$ cat src/sv/i2cste_pkg.sv
// ----------------------------------------------------------------------------
// i2cste_pkg : shared types and constants
// Codes, widths and the result word layout for the I2C slave transfer engine.
// ----------------------------------------------------------------------------
package i2cste_pkg;

   localparam int TX_DEPTH  = 32;
   localparam int RX_MAX    = 32;
   localparam int TX_IDX_W  = $clog2(TX_DEPTH);
   localparam int POS_W     = 6;
   localparam int LEN_W     = 6;
   localparam int IDX_W     = 5;
   localparam int CMP_W     = 9;

   localparam logic [CMP_W-1:0] TX_DEPTH_C = CMP_W'(TX_DEPTH);
   localparam logic [CMP_W-1:0] RX_MAX_C   = CMP_W'(RX_MAX);

   typedef enum logic [1:0] {
      ACT_LOAD, ACT_ARM_TX, ACT_ARM_RX, ACT_EVENT
   } action_type;

   typedef enum logic [1:0] {
      MODE_READY, MODE_INIT, MODE_TX, MODE_RX
   } mode_type;

   typedef enum logic [1:0] {
      ERR_OK, ERR_RXING, ERR_BUS, ERR_REFUSED
   } err_type;

   typedef enum logic [1:0] {
      CTRL_NONE, CTRL_ENABLE, CTRL_ACK, CTRL_RELEASE
   } ctrl_type;

   // TWI slave status codes
   localparam logic [7:0] ST_ST_SLA_ACK    = 8'hA8;
   localparam logic [7:0] ST_ST_DATA_ACK   = 8'hB8;
   localparam logic [7:0] ST_ST_DATA_NAK   = 8'hC0;
   localparam logic [7:0] ST_ST_LAST_ACK   = 8'hC8;
   localparam logic [7:0] ST_SR_SLA_ACK    = 8'h60;
   localparam logic [7:0] ST_SR_GC_ACK     = 8'h70;
   localparam logic [7:0] ST_SR_DATA_ACK   = 8'h80;
   localparam logic [7:0] ST_SR_GC_DATA_ACK = 8'h90;
   localparam logic [7:0] ST_SR_DATA_NAK   = 8'h88;
   localparam logic [7:0] ST_SR_GC_DATA_NAK = 8'h98;
   localparam logic [7:0] ST_SR_STOP       = 8'hA0;
   localparam logic [7:0] ST_BUS_ERROR     = 8'h00;
   localparam logic [7:0] ST_ARB_SLA_W     = 8'h68;
   localparam logic [7:0] ST_ARB_GC        = 8'h78;
   localparam logic [7:0] ST_ARB_SLA_R     = 8'hB0;

   typedef struct packed {
      logic                  en;
      logic [TX_IDX_W-1:0]   addr;
      logic [7:0]            data;
   } tx_wr_type;

   typedef struct packed {
      logic [POS_W-1:0]  rx_count;
      logic [7:0]        rx_byte;
      logic [IDX_W-1:0]  rx_index;
      logic              rx_valid;
      logic [7:0]        tx_byte;
      logic              tx_valid;
      ctrl_type          bus_ctrl;
      logic [7:0]        error_status;
      err_type           error_kind;
      mode_type          mode;
      logic              success;
      logic              ready_res;
   } rsp_type;

endpackage

$ cat src/sv/i2cste_tx_store.sv
// ----------------------------------------------------------------------------
// i2cste_tx_store : transmit byte store
// One write port; keeps a registered copy of the entry at the next send position.
// ----------------------------------------------------------------------------
module i2cste_tx_store (
   input  logic                          clock,
   input  i2cste_pkg::tx_wr_type         wr,
   input  logic [i2cste_pkg::POS_W-1:0]  next_pos,
   output logic [7:0]                    head_byte
);
   import i2cste_pkg::*;

   logic [7:0] mem [TX_DEPTH];
   logic [7:0] head_ff;
   logic [TX_IDX_W-1:0] rd_addr;

   assign rd_addr   = next_pos[TX_IDX_W-1:0];
   assign head_byte = head_ff;

   always_ff @(posedge clock) begin
      if (wr.en) begin
         mem[wr.addr] <= wr.data;
      end
   end

   // write to the entry being fetched is forwarded
   always_ff @(posedge clock) begin
      if ({{(CMP_W-POS_W){1'b0}}, next_pos} < TX_DEPTH_C) begin
         if (wr.en && wr.addr == rd_addr) begin
            head_ff <= wr.data;
         end else begin
            head_ff <= mem[rd_addr];
         end
      end
   end

endmodule

$ cat src/sv/i2cste_rsp_buf.sv
// ----------------------------------------------------------------------------
// i2cste_rsp_buf : result output register with skid stage
// Keeps the input side ready from a register while results back up.
// ----------------------------------------------------------------------------
module i2cste_rsp_buf (
   input  logic                 clock,
   input  logic                 reset,
   input  logic                 push,
   input  i2cste_pkg::rsp_type  push_data,
   output logic                 can_push,
   output logic                 out_valid,
   input  logic                 out_ready,
   output i2cste_pkg::rsp_type  out_data
);
   import i2cste_pkg::*;

   logic    out_valid_ff, out_valid_in;
   logic    skid_valid_ff, skid_valid_in;
   rsp_type out_ff, out_in;
   rsp_type skid_ff, skid_in;

   assign can_push  = !skid_valid_ff;
   assign out_valid = out_valid_ff;
   assign out_data  = out_ff;

   always_comb begin
      out_valid_in  = out_valid_ff;
      skid_valid_in = skid_valid_ff;
      out_in        = out_ff;
      skid_in       = skid_ff;
      if (out_ready || !out_valid_ff) begin
         if (skid_valid_ff) begin
            out_in        = skid_ff;
            out_valid_in  = 1'b1;
            skid_valid_in = 1'b0;
         end else begin
            out_in       = push_data;
            out_valid_in = push;
         end
      end else if (push) begin
         skid_in       = push_data;
         skid_valid_in = 1'b1;
      end
   end

   always_ff @(posedge clock) begin
      if (reset) begin
         out_valid_ff  <= 1'b0;
         skid_valid_ff <= 1'b0;
      end else begin
         out_valid_ff  <= out_valid_in;
         skid_valid_ff <= skid_valid_in;
      end
   end

   always_ff @(posedge clock) begin
      out_ff  <= out_in;
      skid_ff <= skid_in;
   end

endmodule

$ cat src/sv/i2c_slave_transfer_engine.sv
// ----------------------------------------------------------------------------
// i2c_slave_transfer_engine : I2C slave transfer engine
// Host loads/arms and bus status events step the slave transfer state; one
// result word per request word.
// ----------------------------------------------------------------------------
//  channel | dir | handshake              | content
//  req_    | in  | req_tvalid/req_tready  | tuser action, tdata event/load fields
//  rsp_    | out | rsp_tvalid/rsp_tready  | tdata result word (mode, ctrl, bytes)
//
//  One word accepted per cycle while req_tready is high; its result is
//  registered in the output register, or in the skid stage while the output stalls.
//  The transmit store fetch is a registered read of the next send position.
//  A skid stage behind the output register holds one extra result, so
//  req_tready is a register and only drops after two results stall.
//  Synchronous reset clears mode, error state, positions and lengths; store is left.
// ----------------------------------------------------------------------------
module i2c_slave_transfer_engine (
   input  logic        clock,
   input  logic        reset,
   input  logic        req_tvalid,
   output logic        req_tready,
   input  logic [31:0] req_tdata,  // buf_index[4:0] data_byte[12:5] length[18:13]
                                   // status_code[26:19], zero fill above
   input  logic [1:0]  req_tuser,  // action[1:0]
   output logic        rsp_tvalid,
   input  logic        rsp_tready,
   output logic [47:0] rsp_tdata   // ready_res[0] success[1] mode[3:2]
                                   // error_kind[5:4] error_status[13:6]
                                   // bus_ctrl[15:14] tx_valid[16] tx_byte[24:17]
                                   // rx_valid[25] rx_index[30:26] rx_byte[38:31]
                                   // rx_count[44:39], zero fill above
);
   import i2cste_pkg::*;

   // request fields
   action_type        act;
   logic [IDX_W-1:0]  buf_index;
   logic [7:0]        data_byte;
   logic [LEN_W-1:0]  len;
   logic [7:0]        status_code;
   logic              accept;

   assign act         = action_type'(req_tuser);
   assign buf_index   = req_tdata[4:0];
   assign data_byte   = req_tdata[12:5];
   assign len         = req_tdata[18:13];
   assign status_code = req_tdata[26:19];

   // engine state
   mode_type         mode_ff, mode_in;
   err_type          err_ff, err_in;
   logic [7:0]       err_st_ff, err_st_in;
   logic [POS_W-1:0] tx_pos_ff, tx_pos_in;
   logic [POS_W-1:0] tx_len_ff, tx_len_in;
   logic [POS_W-1:0] rx_pos_ff, rx_pos_in;
   logic [POS_W-1:0] rx_lim_ff, rx_lim_in;

   tx_wr_type  tx_wr;
   logic [7:0] head_byte;
   rsp_type    rsp;
   rsp_type    rsp_out;
   logic       can_push;
   logic       tx_in_range;
   logic       rx_in_range;
   logic       len_over;

   assign req_tready = can_push;
   assign accept     = req_tvalid && can_push;

   assign tx_in_range = {{(CMP_W-POS_W){1'b0}}, tx_pos_ff} < TX_DEPTH_C;
   assign rx_in_range = (rx_pos_ff < rx_lim_ff) &&
                        ({{(CMP_W-POS_W){1'b0}}, rx_pos_ff} < RX_MAX_C);
   assign len_over    = (act == ACT_ARM_TX) ?
                        ({{(CMP_W-LEN_W){1'b0}}, len} > TX_DEPTH_C) :
                        ({{(CMP_W-LEN_W){1'b0}}, len} > RX_MAX_C);

   // loads write the store whatever the mode
   always_comb begin
      tx_wr.en   = accept && act == ACT_LOAD &&
                   ({{(CMP_W-IDX_W){1'b0}}, buf_index} < TX_DEPTH_C);
      tx_wr.addr = TX_IDX_W'(buf_index);
      tx_wr.data = data_byte;
   end

   i2cste_tx_store u_tx_store (
      .clock     (clock),
      .wr        (tx_wr),
      .next_pos  (tx_pos_in),
      .head_byte (head_byte)
   );

   // next state and result for the word on the input
   always_comb begin
      mode_in   = mode_ff;
      err_in    = err_ff;
      err_st_in = err_st_ff;
      tx_pos_in = tx_pos_ff;
      tx_len_in = tx_len_ff;
      rx_pos_in = rx_pos_ff;
      rx_lim_in = rx_lim_ff;

      rsp          = '0;
      rsp.bus_ctrl = CTRL_NONE;

      if (accept) begin
         unique case (act)
            ACT_LOAD: begin
            end
            ACT_ARM_TX, ACT_ARM_RX: begin
               if (mode_ff != MODE_READY || len_over) begin
                  err_in    = ERR_REFUSED;
                  err_st_in = 8'd0;
               end else begin
                  mode_in = MODE_INIT;
                  if (act == ACT_ARM_TX) begin
                     tx_len_in = len;
                     tx_pos_in = '0;
                  end else begin
                     rx_lim_in = len;
                     rx_pos_in = '0;
                  end
                  rsp.bus_ctrl = CTRL_ACK;
               end
            end
            ACT_EVENT: begin
               unique case (status_code)
                  ST_ST_SLA_ACK, ST_ST_DATA_ACK: begin
                     if (status_code == ST_ST_SLA_ACK) begin
                        mode_in = MODE_TX;
                     end
                     err_in       = ERR_OK;
                     err_st_in    = 8'd0;
                     rsp.tx_valid = 1'b1;
                     if (tx_in_range) begin
                        rsp.tx_byte = head_byte;
                        tx_pos_in   = tx_pos_ff + POS_W'(1);
                     end else begin
                        // past the buffer: idle bus level
                        rsp.tx_byte = 8'hFF;
                     end
                     rsp.bus_ctrl = CTRL_ACK;
                  end
                  ST_ST_DATA_NAK: begin
                     // NAK before all bytes went out is an error
                     if (tx_pos_ff >= tx_len_ff) begin
                        err_in    = ERR_OK;
                        err_st_in = 8'd0;
                     end else begin
                        err_in    = ERR_BUS;
                        err_st_in = status_code;
                     end
                     mode_in      = MODE_READY;
                     rsp.bus_ctrl = CTRL_ENABLE;
                  end
                  ST_SR_SLA_ACK, ST_SR_GC_ACK: begin
                     mode_in      = MODE_RX;
                     rsp.bus_ctrl = CTRL_ACK;
                  end
                  ST_SR_DATA_ACK, ST_SR_GC_DATA_ACK: begin
                     // beyond the limit: acked but dropped
                     if (rx_in_range) begin
                        rsp.rx_valid = 1'b1;
                        rsp.rx_index = rx_pos_ff[IDX_W-1:0];
                        rsp.rx_byte  = data_byte;
                        rx_pos_in    = rx_pos_ff + POS_W'(1);
                     end
                     err_in       = ERR_RXING;
                     err_st_in    = 8'd0;
                     rsp.bus_ctrl = CTRL_ACK;
                  end
                  ST_SR_STOP: begin
                     mode_in      = MODE_READY;
                     rsp.bus_ctrl = CTRL_ENABLE;
                  end
                  ST_ST_LAST_ACK, ST_SR_DATA_NAK, ST_SR_GC_DATA_NAK, ST_BUS_ERROR: begin
                     err_in       = ERR_BUS;
                     err_st_in    = status_code;
                     mode_in      = MODE_READY;
                     rsp.bus_ctrl = CTRL_RELEASE;
                  end
                  ST_ARB_SLA_W, ST_ARB_GC, ST_ARB_SLA_R: begin
                     err_in       = ERR_BUS;
                     err_st_in    = status_code;
                     mode_in      = MODE_READY;
                     rsp.bus_ctrl = CTRL_ENABLE;
                  end
                  default: begin
                  end
               endcase
            end
            default: begin
            end
         endcase
      end

      // status fields show the state after the word
      rsp.ready_res    = (mode_in == MODE_READY);
      rsp.success      = (err_in == ERR_OK);
      rsp.mode         = mode_in;
      rsp.error_kind   = err_in;
      rsp.error_status = err_st_in;
      rsp.rx_count     = rx_pos_in;
   end

   always_ff @(posedge clock) begin
      if (reset) begin
         mode_ff   <= MODE_READY;
         err_ff    <= ERR_OK;
         err_st_ff <= 8'd0;
         tx_pos_ff <= '0;
         tx_len_ff <= '0;
         rx_pos_ff <= '0;
         rx_lim_ff <= '0;
      end else begin
         mode_ff   <= mode_in;
         err_ff    <= err_in;
         err_st_ff <= err_st_in;
         tx_pos_ff <= tx_pos_in;
         tx_len_ff <= tx_len_in;
         rx_pos_ff <= rx_pos_in;
         rx_lim_ff <= rx_lim_in;
      end
   end

   i2cste_rsp_buf u_rsp_buf (
      .clock     (clock),
      .reset     (reset),
      .push      (accept),
      .push_data (rsp),
      .can_push  (can_push),
      .out_valid (rsp_tvalid),
      .out_ready (rsp_tready),
      .out_data  (rsp_out)
   );

   assign rsp_tdata = {3'd0,
                       rsp_out.rx_count,
                       rsp_out.rx_byte,
                       rsp_out.rx_index,
                       rsp_out.rx_valid,
                       rsp_out.tx_byte,
                       rsp_out.tx_valid,
                       rsp_out.bus_ctrl,
                       rsp_out.error_status,
                       rsp_out.error_kind,
                       rsp_out.mode,
                       rsp_out.success,
                       rsp_out.ready_res};

endmodule

$ cat config.mk
export PLATFORM = sky130hd
export DESIGN_NAME = i2c_slave_transfer_engine
export DESIGN_NICKNAME = d
export VERILOG_FILES = /design/src/sv/i2cste_pkg.sv /design/src/sv/i2cste_tx_store.sv /design/src/sv/i2cste_rsp_buf.sv /design/src/sv/i2c_slave_transfer_engine.sv
export SDC_FILE = /design/constraint.sdc
export NUM_CORES = 1
export LEC_CHECK = 0
export ABC_CLOCK_PERIOD_IN_PS = 10200
export BUFFER_PORTS_ARGS = -buffer_cell sky130_fd_sc_hd__buf_2
export CELL_PAD_IN_SITES_DETAIL_PLACEMENT = 0
export CELL_PAD_IN_SITES_GLOBAL_PLACEMENT = 1
export CORE_ASPECT_RATIO = 1.5
export CORE_UTILIZATION = 40
export CTS_BUF_LIST = sky130_fd_sc_hd__clkbuf_4
export DETAILED_ROUTE_END_ITERATION = 6
export PLACE_DENSITY_LB_ADDON = 0.1
export SETUP_SLACK_MARGIN = 0.02
export SLEW_MARGIN = 10
export SYNTH_ARGS = -nofsm -noshare
export SYNTH_HDL_FRONTEND = slang
export SYNTH_SLANG_ARGS = --single-unit
$ cat constraint.sdc
create_clock -name clock -period 10.2 [get_ports clock]
set_input_delay 2.04 -clock clock [delete_from_list [all_inputs] [get_ports clock]]
set_output_delay 2.04 -clock clock [all_outputs]
set_load 0.01 [all_outputs]
==> impl_metrics.tcl <==
set metrics [dict create \
    critPathLaunchType "input port" \
    clock-root-buffer "clkbuf_4" \
    synthTopCellsByArea "edfxtp_1, nand2_1, dfxtp_1" \
    numCtsBuffers 93 \
    syn_inst 1265 \
    dp_slack_ns 3.74 \
    place_congestion 0.814 \
    post_cts_buffers 0 \
    tightest_slew_ns 1.06 \
    die_x_um 167 \
    grt_max_degree 69 \
    status "complete, no violations" \
    viasPerCell 5.31 \
    ys_types 65 \
    cts_hold_buffers 0 \
    insertion_delay_ns 0.77 \
    cts_resized 0 \
    crit_chain "buf_2 -> inv_1 -> ha_1 -> or3b_2 -> o41ai_1 -> o21ai_0 -> nand3_4 -> buf_4 -> nand2_1 -> a32oi_1 -> nand3_1 -> a22o_1 -> o31ai_1" \
    pwr-share-clk 0.412 \
    drv_slew 0 \
    path_buf_inv 3 \
    synthArstFlopShare 0 \
    wl_per_cell_um 20.7 \
    slowest_stage "or3b_2" \
    maxCapViolations 0 \
    io-pin-count 88 \
    grt_overflow_total 0 \
    first_iter_violations 501 \
    power.leakage_nw 6.71 \
    hold_depth 2 \
    area.growth.synth_to_final_pct 12.9 \
    grt_pass1_vias 10442 \
    max_stage_delay_ns 0.64 \
    antenna_found_initial 1 \
    seq_area_frac_synth 0.694 \
    io_buffer_count 79 \
    fin_setup_tns_ns 0 \
    crit_path_max_fanout 49 \
    placedCellCount 1796 \
    combPwrFrac 0.036 \
    hold_class "reg2reg" \
    worstSetupPathType "in2reg" \
    rsz0062_at_grt "false" \
    dr.pass1.iters 5 \
    switching_share 0.219 \
    fmax_mhz 175 \
    synth_top_area_frac 0.648 \
    relSlewSlack 0.289 \
    drt_wl_total_mm 40.7 \
    min_period_over_period 0.560 \
    start_util 0.407 \
    critical_path_arrival_ns 6.24 \
    vias 10441 \
    use_met1 0.218 \
    num_rows 90 \
    synth_seq_cells 392 \
    grt_pass1_wl_mm 61.7 \
    busiest_layer "met2" \
    grt_use_met2 0.365 \
    dp_hpwl_mm 25.8 \
    vdd_ir_drop_max_mv 0.101 \
    utilization 0.460 \
    critical_path_cell_count 13 \
    fin_ws_ns 4.48 \
    ant_nets 0 \
    core_um2 40300 \
    syn_area_per_cell_um2 13.0 \
    clkTransAtPathRegs_ns 0.07 \
    drive_above_1_share 0.191 \
    min_period_ns 5.72 \
    crit_required_ns 10.73 \
    use_met3 0.0346 \
    skew_ns 0.0397 \
    clkSinkCount 392 \
    seq_power_share 0.552 \
    power_density_nw_per_um2 174 \
    ys.flop_type "edfxtp_1" \
    synth_edf_count 354 \
    cts.htree.levels 3 \
    p_int_mw 2.51 \
    rr_worst_depth 11 \
    die-area_um2 41900 \
    cp-end-kind "flop" \
    final_nets 1442 \
    synth_warnings 0 \
    syn_area_um2 16400 \
    clk_path_buf_depth 3 \
    critical_path.top_delay_family "compound AO/OA/AOI/OAI gates" \
    dieHeight_um 250 \
    post-route-drc-count 0 \
    setup_violations 0 \
    grt_usage 0.198 \
    finalHoldViolCount 0 \
    power.switching_mw 0.705 \
    layout.cells.non_filler 1968 \
    yosysTopAreaCell "edfxtp_1" \
    cts_tree "done" \
]
==> cell families (layout without fill, tap and decap cells) <==
| family | Yosys count | in the layout | share of synthesized area |
|---|---|---|---|
| compound gates | 175 | 175 | 0.0787 |
| xor+xnor | 5 | 5 | 0.00267 |
| fa+ha+maj | 19 | 19 | 0.0145 |
| buf+inv | 100 | 294 | 0.0266 |
| flops | 392 | 392 | 0.694 |
| mux | 61 | 61 | 0.0384 |
| other cells | 1 | 4 | 0.000229 |
| simple gates | 512 | 512 | 0.145 |
==> path summary, 6_finish.rpt <==
path	start	endpoint	slack (ns)
setup reg to reg	u_rsp_buf.skid_valid_ff	u_tx_store.head_byte[6]	5.61
hold reg to reg	err_st_ff[0]	err_st_ff[0]	0.46
setup / recovery	req_tuser[0]	u_tx_store.head_byte[6]	4.48
hold / removal	err_st_ff[0]	err_st_ff[0]	0.46
==> layer usage <==
layer	routed length (µm)	share of wire
met5	0	0
met4	1450	0.036
met3	1560	0.038
met2	22000	0.54
met1	15700	0.39
==> per-stage QoR <==
| stage | total power [mW] | hold slack [ns] | area (µm²) |
|---|---|---|---|
| final | 3.22 | 0.462 | 18500 |
| after global routing | 3.35 | 0.497 | 18500 |
| after CTS | 3.27 | 0.462 | 18500 |
| after detailed placement | 1.93 | 0.451 | 17300 |
| after global placement | 1.93 | 0.446 | 17300 |
| after floorplan | 1.87 | 0.434 | 16400 |
==> state kept, by name, indices dropped and copies added (netlist names) <==
signal,count
u_tx_store.mem,256
u_rsp_buf.out_data,45
u_rsp_buf.skid_ff,45
err_st_ff,8
u_tx_store.head_byte,8
rx_lim_ff,6
rx_pos_ff,6
tx_len_ff,6
tx_pos_ff,6
err_ff,2
mode_ff,2
u_rsp_buf.out_valid,1
u_rsp_buf.skid_valid_ff,1
==> final cells by class <==
cell class,count,area [µm²]
Multi-Input combinational cell,775,4620
Timing Repair Buffer,95,515
Clock buffer,134,1010
Antenna cell,1,2.50
Sequential cell,392,11400
Tap cell,506,633
Clock inverter,37,254
Inverter,28,105
Fill cell,3794,21800
==> power by group through the flow <==
stage / sequential (mW) / combinational, mW / clock (mW)
floorplan: 1.82 / 0.0530 / 0
global placement: 1.81 / 0.119 / 0
detailed placement: 1.81 / 0.120 / 0
CTS: 1.78 / 0.120 / 1.37
global route: 1.78 / 0.129 / 1.44
finish: 1.78 / 0.117 / 1.32
==> placed cells by master, fill, tap and decap left out, drive strengths merged, types with 12 or more instances in the layout <==
cell	n
and2	18
nand2	231
mux2	15
nand4	30
nor2b	15
inv	30
a22o	22
and3	12
dfxtp	38
nand3	75
ha	19
edfxtp	354
o21ai	36
a21o	23
a32oi	17
buf	95
clkinv	31
clkbuf	134
nor2	85
mux2i	46
==> worst reg2reg max path, stage by stage (launching register included) <==
cell and delay (ns):
dfxtp_1 0.30, buf_4 0.28, or3b_2 0.66, o41ai_1 0.40, o21ai_0 0.28, nand3_4 0.59
buf_4 0.61, nand2_1 0.14, a32oi_1 0.35, nand3_1 0.18, a22o_1 0.26, o31ai_1 0.30
==> synthesized netlist by cell type, types with 10 or more instances <==
library cell	instances
nand3_1	75
nand2_1	231
dfxtp_1	38
a21oi_1	10
nor2_1	83
buf_2	22
mux2_2	14
a32oi_1	17
o31ai_1	10
nand4_1	30
ha_1	19
inv_1	28
o21a_1	10
o21ai_0	35
a22o_1	22
a21o_1	23
clkbuf_1	41
edfxtp_1	354
and2_1	18
and3_1	12
nor2b_1	15
mux2i_1	46
(Power assumes the default switching activity.)
